[src/lzwe_pkg.sv]
// lzwe_pkg: types, constants and helper functions of the variable-width lzw encoder
// no dependencies; imported by every module of the block
`default_nettype none
package lzwe_pkg;

    localparam int DICT_ENTRIES = 4096;
    localparam int CODE_W       = 12;
    localparam int ADDR_W       = $clog2(DICT_ENTRIES);
    localparam int BITS_W       = 4;
    localparam int FREE_W       = CODE_W + 1;
    localparam int CLR_W        = 9;
    // byte codes sit at 0..256 depending on first_code, their child heads are cleared
    localparam logic [CLR_W-1:0] CLR_LAST = 9'd256;
    localparam logic [CODE_W-1:0] NULL_CODE = '0;

    localparam logic [1:0] REG_FIRST_CODE = 2'd0;
    localparam logic [1:0] REG_MAX_CODE   = 2'd1;
    localparam logic [1:0] REG_START_BITS = 2'd2;

    localparam logic OP_DATA = 1'b0;
    localparam logic OP_END  = 1'b1;

    typedef struct packed {
        logic       operation;
        logic [7:0] data_byte;
    } in_t;

    typedef struct packed {
        logic [CODE_W-1:0] code_value;
        logic [BITS_W-1:0] code_bits;
        logic              is_mark;
        logic              error;
        logic              last;
    } result_t;

    // trie node: first child, next sibling, byte of the edge into this node
    typedef struct packed {
        logic [CODE_W-1:0] head;
        logic [CODE_W-1:0] sib;
        logic [7:0]        chr;
    } node_t;

    typedef struct packed {
        logic              two;
        result_t           r0;
        result_t           r1;
        logic [BITS_W-1:0] width;
    } emit_t;

    typedef enum logic [2:0] {
        ST_CLEAR,
        ST_IDLE,
        ST_LOOK,
        ST_WALK,
        ST_INS
    } state_t;

    // number of bits a code needs, at least one
    function automatic logic [BITS_W:0] bit_len(input logic [CODE_W-1:0] code);
        logic [BITS_W:0] n;
        n = (BITS_W+1)'(1);
        for (int i = 0; i < CODE_W; i++) begin
            if (code[i]) n = (BITS_W+1)'(i + 1);
        end
        return n;
    endfunction

    // code word, preceded by a zero mark when the width grows by one; error flag if it grows by more
    function automatic emit_t emit_code(input logic [CODE_W-1:0] code,
                                        input logic [BITS_W-1:0] width,
                                        input logic              last);
        emit_t           e;
        logic [BITS_W:0] need;
        logic [BITS_W:0] wide;
        need = bit_len(code);
        wide = {1'b0, width};
        e.two   = 1'b0;
        e.width = width;
        e.r0    = '{code_value: code, code_bits: width, is_mark: 1'b0,
                    error: 1'b0, last: last};
        e.r1    = e.r0;
        if (need > wide) begin
            if (need == wide + (BITS_W+1)'(1)) begin
                e.two   = 1'b1;
                e.width = need[BITS_W-1:0];
                e.r0    = '{code_value: '0, code_bits: width, is_mark: 1'b1,
                            error: 1'b0, last: 1'b0};
                e.r1    = '{code_value: code, code_bits: need[BITS_W-1:0], is_mark: 1'b0,
                            error: 1'b0, last: last};
            end else begin
                e.r0.error = 1'b1;
            end
        end
        return e;
    endfunction

endpackage
`default_nettype wire

[src/lzwe_outq.sv]
// lzwe_outq: four-entry output queue taking up to two words per cycle
// depends on lzwe_pkg
`default_nettype none
module lzwe_outq (
    input  wire                 aclk,
    input  wire                 aresetn,
    input  wire                 push0,
    input  lzwe_pkg::result_t   push0_data,
    input  wire                 push1,
    input  lzwe_pkg::result_t   push1_data,
    output logic                room,
    output logic                m_valid,
    input  wire                 m_ready,
    output lzwe_pkg::result_t   m_data
);
    import lzwe_pkg::*;

    result_t    q_reg [4];
    logic [1:0] wr_reg, wr_next;
    logic [1:0] rd_reg, rd_next;
    logic [2:0] cnt_reg, cnt_next;
    logic       pop;
    logic [2:0] n_push;

    assign m_valid = (cnt_reg != 3'd0);
    assign m_data  = q_reg[rd_reg];
    assign room    = (cnt_reg <= 3'd2);
    assign pop     = m_valid && m_ready;

    always_comb begin
        n_push   = {2'b00, push0} + {2'b00, push0 && push1};
        wr_next  = wr_reg + n_push[1:0];
        rd_next  = rd_reg + {1'b0, pop};
        cnt_next = cnt_reg + n_push - {2'b00, pop};
    end

    always_ff @(posedge aclk) begin
        if (!aresetn) begin
            wr_reg  <= '0;
            rd_reg  <= '0;
            cnt_reg <= '0;
        end else begin
            wr_reg  <= wr_next;
            rd_reg  <= rd_next;
            cnt_reg <= cnt_next;
        end
    end

    always_ff @(posedge aclk) begin
        if (push0) begin
            q_reg[wr_reg] <= push0_data;
        end
        if (push0 && push1) begin
            q_reg[wr_reg + 2'd1] <= push1_data;
        end
    end

endmodule
`default_nettype wire

[config.mk]
export PLATFORM = sky130hd
export DESIGN_NAME = lzwe_outq
export DESIGN_NICKNAME = d
export VERILOG_FILES = /design/src/lzwe_pkg.sv /design/src/lzwe_outq.sv
export SDC_FILE = /design/constraint.sdc
export NUM_CORES = 1
export LEC_CHECK = 0
export BUFFER_PORTS_ARGS = -buffer_cell sky130_fd_sc_hd__buf_2
export CORE_MARGIN = 3
export CORE_UTILIZATION = 26
export CTS_CLUSTER_DIAMETER = 100
export CTS_CLUSTER_SIZE = 30
export DETAILED_ROUTE_END_ITERATION = 10
export PLACE_DENSITY = 0.43
export SLEW_MARGIN = 15
export SYNTH_ARGS = -nofsm -noshare
export SYNTH_HDL_FRONTEND = slang
export SYNTH_SLANG_ARGS = --single-unit
[constraint.sdc]
create_clock -name aclk -period 3.4 [get_ports aclk]
set_input_delay 0.17 -clock aclk [delete_from_list [all_inputs] [get_ports aclk]]
set_output_delay 0.17 -clock aclk [all_outputs]
set_load 0.005 [all_outputs]
* Word-level counts from Yosys, hierarchy flattened
Memories as Yosys holds them, arrays and structs flattened. A register that Yosys moved wholly into a read port is not among the register bits.
Index checks and enable logic that the tools add are counted.
** Operators by class
- $add $sub $neg :: 6
- Reductions and logical operators :: 3
- Mux-type cells :: 5
- $lt $le $gt $ge :: 1
** Operators by type and width (number)
- 1-bit two-way mux :: 4
- 3-bit by 2-bit adder with 3-bit output :: 1
- 3-bit by 2-bit less-or-equal comparator with 1-bit output, second input constant :: 1
- 3-bit nonzero test :: 1
- 3-bit by 1-bit subtractor with 3-bit output :: 1
- 1-bit by 1-bit adder with 2-bit output :: 1
- 2-bit by 1-bit adder with 2-bit output :: 1
- 2-bit by 1-bit adder with 2-bit output, second input constant :: 1
- 2-bit adder :: 1
- 1-bit logical AND :: 2
- 2-bit two-way mux :: 1
** Word-level totals
- Memories kept :: 1
- Output and inout bits :: 21
- Bits in registers :: 7
- Word-level logic and storage cells :: 19
- Input port bits :: 43
- Bits in writable memories :: 76
** Memories
- q_reg :: words 4, bits a word 19, rd ports 1, clocked after memory_dff 1, wr ports 2, RTL line lzwe_outq.sv:18 : result_t q_reg [4];

* Depth between registers and ports, before layout
Gate-level depths: netlist of run 1.
- Depth in word-level cells :: 4
- Gate-level depth with buffers :: 10
- Mapped depth without buffers :: 9

* Least setup slack after synthesis of run 1
Ideal clock, no wire load.
- Path kind :: register -> register
- From :: reg wr_reg[1]
- To :: mem q_reg[2][0] (netlist bit), enable pin
- Path slack :: 939 ps
- Arrival :: 2037 ps
- Path buffers :: 1
- Cell stages (with the launch flop) :: 4
- Required time :: 2976 ps
- Clock period less this slack :: 2461 ps
- Setup time :: 424 ps
- Path through :: dfxtp_1 > buf_6 > nand3b_1 > a21boi_0
** RTL lines
- from (decl) :: RTL line lzwe_outq.sv:19 : logic [1:0] wr_reg, wr_next;
- from (signal assigned) :: RTL line lzwe_outq.sv:43 : wr_reg <= wr_next;
- to (decl) :: RTL line lzwe_outq.sv:18

==> metrics.txt, run 1 <==
drt first pass iters 4; cell area after synthesis 4290 sq um; Worst Tran Pin Value 0.904 ns; core area 16000 sq um; max incr delay on CP 0.62 ns; Port Buffers 63; Design Area, Final 5100 sq um; max-cap viol count 0; CTS hold repair buffers 0; P_int 2.11 mW; Fillers 1634; clock skew 0.00483 ns; Final min period 2.25 ns; CP top delay family flip-flops; antenna violations before repair 0; share of cells above drive strength 1 0.607; GR Util met3 0.0339; WL/cell 18.7 microns; CP bufs+invs 1; GRT overflow 0; leakage 1.91 nW; footprint of the multi-input gates 1740 sq um; fin crit share 0.661; via count 2315; CTS clk-pin slew, worst paths 0.06 ns; CTS max path bufs 2; Horiz. Die Dim 134 microns; vias in the first global route 2465; CP max-delay cell dfxtp_1; Final Max Slew Viols 0; Die H 134 microns; Fmax 445 MHz; Synth Net Count 283; 1st-iter DRT viols 118; Ys Warns 0; crit path DAT 2.33 ns; GRT met2 Usage 0.193; Max IR drop VDD 0.385 mV; first-pass GRT wire length 14900 microns; row count 46; Final WS setup 1.15 ns; Netlist cell types 34; switching power 0.725 mW; WS Path Type reg2reg; final net count 349; Fin. Hold Viols 0; mean post-synth cell area 18.3 sq um; post-synthesis register bit count 83; crit path capture type register; GR Util met1 0.137; CTS Root Cell clkbuf_16; Pwr per Cell Area 555 nW/um^2; CTS tree built; cts repair resizes 0; RSZ-0062 raised after global routing false; largest net degree at the start of global routing 21; Total Routing Usage GR 0.112; placed cell area 4830 sq um; sequential power share 0.468; Area growth, synth to finish 18.8%; normalized max-slew margin 0.397; setup TNS 0 ns; Hold Crit Class in2reg; htree depth 3; Initial Util 0.268; Post-Synthesis Cells 234; critical path fanouts, max 11; crit-path cells nand4b_1 > buf_4 > mux2_4; Critical Path RT 3.48 ns; DR vias/cell 4.44; Top Usage Layer GRT met2; final setup violation count 0; total wire length 9730 microns; dpl ws 1.12 ns; Sink Count 83; combinational fraction of design power 0.220; IO Pins 64; Routed Antenna Nets 0; sequential area share after synthesis 0.564; drt drc 0; die area 18100 sq um; startpoint types register; Sw Share 0.256; Ant. Diodes 0; CTS Buf Count 9; post-DP HPWL 6310 microns; clock latency on the worst-skew pair 0.33 ns; Clock Power Share 0.312; Setup Fix Bufs, Post-CTS 0; Sequential Area 2420 sq um; status complete, no violations; gpl congestion 0.678; Largest register FFs 76
[per-layer routing]
layer	vias up	routed length, microns
li1	1060	-
met1	1174	4080
met2	68	4970
met3	13	554
met4	0	131
met5	-	0
[through the flow]
stage / utilization / hold slack, ns / total power, mW / instances
6_report: 0.319 / 0.135 / 2.83 / 521
5_1_grt: 0.319 / 0.152 / 3.00 / 521
4_1_cts: 0.319 / 0.133 / 2.89 / 521
3_5_place_dp: 0.302 / 0.490 / 1.99 / 505
3_3_place_gp: 0.302 / 0.489 / 1.98 / 505
2_1_floorplan: - / 0.292 / 1.74 / 234
[logic make-up after synthesis]
kind of cell / count (synthesis) / share of synthesized area
multiplexers: 96 / 0.328
buffers and inverters: 20 / 0.0359
AO/OA/AOI/OAI: 5 / 0.00816
adder cells (fa/ha/maj): 6 / 0.0192
AND/OR/NAND/NOR: 21 / 0.0353
XOR/XNOR: 3 / 0.00933
flip-flops: 83 / 0.564
[final timing paths]
path                                 start  cells after the start           to  slack, ns
worst max register to register   wr_reg[1]                      3  q_reg[3][9]       1.15
worst min register to register  cnt_reg[0]                      2   cnt_reg[0]       0.62
worst max-delay path             wr_reg[1]                      3  q_reg[3][9]       1.15
worst min-delay path               aresetn                      2    rd_reg[1]       0.13
[power groups by stage]
stage               clock, mW  sequential (mW)  combinational, mW
floorplan                   0             1.25              0.489
global placement            0             1.36              0.629
detailed placement          0             1.36              0.638
CTS                     0.914             1.34              0.640
global route            0.965             1.35              0.686
finish                  0.883             1.33              0.622
[Yosys cell counts]
library cell  count  area share
or3_1             1      0.0015
a21boi_0          1      0.0017
buf_6             5       0.013
edfxtp_1         76        0.53
xnor3_1           1      0.0052
nand2_1           1     0.00087
and2_1            6      0.0087
buf_2             2      0.0023
nor2_1            3      0.0026
mux4_2           19        0.10
dfxtp_1           7       0.033
o21a_1            1      0.0017
xor2_1            1      0.0020
nand2b_1          1      0.0015
clkbuf_1          1     0.00087
mux2i_1           1      0.0023
inv_1             5      0.0044
mux2_4           30        0.10
nand3b_1          1      0.0017
and3_1            1      0.0015
a21oi_1           1      0.0012
nor4bb_2          1      0.0038
xnor2_1           1      0.0020
a21bo_2           1      0.0023
nand4b_1          2      0.0041
nand3_1           1      0.0012
mux2_2           46        0.12
o21ai_0           1      0.0012
nor2b_1           2      0.0029
nand4_4           1      0.0050
fa_1              1      0.0047
buf_4             6       0.010
ha_1              5       0.015
buf_12            1      0.0047
[layout make-up]
cell class | instances | share of cell area
tap | 216 | 0.0530
sequential | 83 | 0.475
clock buffer | 13 | 0.0491
multi-input combinational | 131 | 0.341
timing repair buffer | 70 | 0.0746
clock inverter | 3 | 0.00294
inverter | 5 | 0.00368
[cell usage in the layout (no fill, tap or decap), types with 2 or more instances in the layout]
master | Yosys | layout
mux4_2 | 19 | 19
mux2_2 | 46 | 46
buf_2 | 2 | 63
inv_1 | 5 | 5
dfxtp_1 | 7 | 6
clkbuf_1 | 1 | 3
clkbuf_16 | 0 | 9
mux2_4 | 30 | 30
and2_1 | 6 | 6
clkinv_2 | 0 | 3
nand4b_1 | 2 | 2
edfxtp_1 | 76 | 76
buf_4 | 6 | 6
ha_1 | 5 | 5
nor2b_1 | 2 | 2
nor2_2 | 0 | 2
Note: power is estimated with default switching activity, not from simulation.
==> inputs of run 2 (changes only) <==
==> constraint.sdc (replaced) <==
create_clock -name aclk -period 2.2 [get_ports aclk]
set_input_delay 0.11 -clock aclk [delete_from_list [all_inputs] [get_ports aclk]]
set_output_delay 0.11 -clock aclk [all_outputs]
set_load 0.005 [all_outputs]
==> run 2 against run 1 <==
- via count did not move
- combinational power grew 95%
- critical path depth increased by 6
- utilization increased by 1.2 points
- highest routed layer is now met5
- clock power up 91%
- clock skew hardly changed
- fmax grew 7.1%
- largest cell class unchanged
- clock-buffer cell count unchanged
- die area stayed put
- cell area grew 3.7%
==> metrics.txt, run 2 (same netlist as run 1, synthesis figures left out) <==
Fmax 476 MHz; WL/cell 18.3 microns; CTS Buf Count 9; Pwr per Cell Area 913 nW/um^2; Largest register FFs 76; Final min period 2.10 ns; hold_sp aresetn; Non-Filler Instances 535; Worst R2R Start cnt_reg[0]; crit path DAT 2.34 ns; Worst Hold Depth 2; row count 46; Ant. Diodes 0; Design Area, Final 5290 sq um; antenna violations before repair 1; drt first pass iters 4; crit-path cells or3_4 > and2_4 > ha_4 > inv_1 > ha_2 > inv_2 > fa_2 > xnor3_1 > and2_1; max-cap viol count 0; Sink Count 83; Initial Util 0.268; Critical Path RT 2.44 ns; IO Pins 64; normalized max-slew margin 0.684; R2R depth 9; htree depth 3; leakage 2.00 nW; total wire length 9790 microns; RSZ-0062 raised after global routing false; critical path fanouts, max 2; WS Path Type reg2reg; vias in the first global route 2508; total power 4.83 mW; CTS clk-pin slew, worst paths 0.06 ns; clock skew 0.00484 ns; most common cell after layout, fill and taps aside edfxtp_1; Routed Antenna Nets 0; DR vias/cell 4.33; Fin. Hold Viols 0; first-pass GRT wire length 14900 microns; GRT overflow 0; 1st-iter DRT viols 110; CTS max path bufs 2; max incr delay on CP 0.38 ns; Final Max Slew Viols 0; share of cells above drive strength 1 0.646; CTS Root Cell clkbuf_16; Die H 134 microns; Min-Delay Endpoint cnt_reg[1]; CP max-delay cell or3_4; R2R setup slack 0.10 ns; final net count 363; die area 18100 sq um; Placed Cells 517; Horiz. Die Dim 134 microns; post-DP HPWL 6720 microns; final core occ 0.331; Max IR drop VDD 0.449 mV; Hold Crit Class in2reg; Worst Tran Pin Value 0.473 ns; via count 2315; Fillers 1600; FF-to-FF End cnt_reg[2]; gpl congestion 0.696; startpoint types register; core area 16000 sq um; status complete, no violations; placed cell area 4920 sq um; Area growth, synth to finish 23.2%; Total Routing Usage GR 0.113; final setup violation count 0; Port Buffers 63; fin crit share 0.954; crit path capture type register; most frequent cells in the layout edfxtp_1 (76), buf_2 (63), mux2_2 (46); clock latency on the worst-skew pair 0.34 ns; CTS tree built; largest net degree at the start of global routing 18; drt drc 0
-- run 2: cell count changes in the layout (fill, tap and decap cells not counted), moves of 2 or more --
cell and delta:
ha_1 -2, dfxtp_2 +2, dfxtp_1 -2, bufinv_16 +3
clkinv_2 -3, buf_4 +14
-- run 2: worst max path at each step --
| stage | from | endpoint | slack, ns |
|---|---|---|---|
| final | cnt_reg[0] | cnt_reg[2] | 0.10 |
| after global routing | cnt_reg[0] | cnt_reg[2] | 0.04 |
| after global placement | cnt_reg[2] | cnt_reg[2] | 0.03 |
| after detailed placement | cnt_reg[2] | cnt_reg[2] | -0.009 |
| after floorplan | cnt_reg[2] | cnt_reg[2] | 0.06 |
| after CTS | cnt_reg[0] | cnt_reg[2] | 0.002 |
-- run 2: worst max-delay path, delay by kind of cell, from the launching register on --
family	cells	cell delay (ns)
adder cells (fa/ha/maj)	3	0.75
buffers and inverters	2	0.09
AND/OR/NAND/NOR	3	0.68
XOR/XNOR	1	0.17
flip-flops	1	0.32
-- run 2: layout make-up --
class,count,area [sq um],share of cell area
clock buffers,13,240,0.0454
clock inverters,3,90.1,0.0170
inverters,5,18.8,0.00355
multi-input cells,131,1760,0.332
flip-flops and latches,83,2430,0.459
well taps,216,270,0.0511
repair buffers,84,485,0.0918
-- run 2: report_power, final --
part / total (mW) / switching (mW) / internal, mW / leakage [nW]
clock network: 1.69 / 0.584 / 1.11 / 0.158
logic: 1.21 / 0.514 / 0.691 / 1.08
registers: 1.93 / 0.0555 / 1.87 / 0.764
total: 4.83 / 1.15 / 3.68 / 2.00
-- run 2: per-layer routing --
layer	GRT usage	up-vias	routed length (microns)
met5	0	-	7
met4	0.0305	2	115
met3	0.0414	12	506
met2	0.188	59	4660
met1	0.138	1154	4500
li1	-	1088	-
-- run 2: stage by stage --
stage	hold WS (ns)	TNS (ns)	worst slack, ns
floorplan	0.232	0	0.0565
global placement	0.433	0	0.0349
detailed placement	0.435	-0.00906	-0.00906
CTS	0.0709	0	0.00222
global route	0.0832	0	0.0358
finish	0.0854	0	0.101
-- run 2: repair_timing --
| action | 4_1_cts | 5_1_grt |
|---|---|---|
| hold buffers | 0 | 0 |
| endpoints found under the hold margin | 0 | 0 |
| pin swaps | 1 | 3 |
| setup buffers | 0 | 2 |
| resized for setup | 1 | 7 |
| cloned | 0 | 0 |
| endpoints found under the setup margin | 1 | 1 |
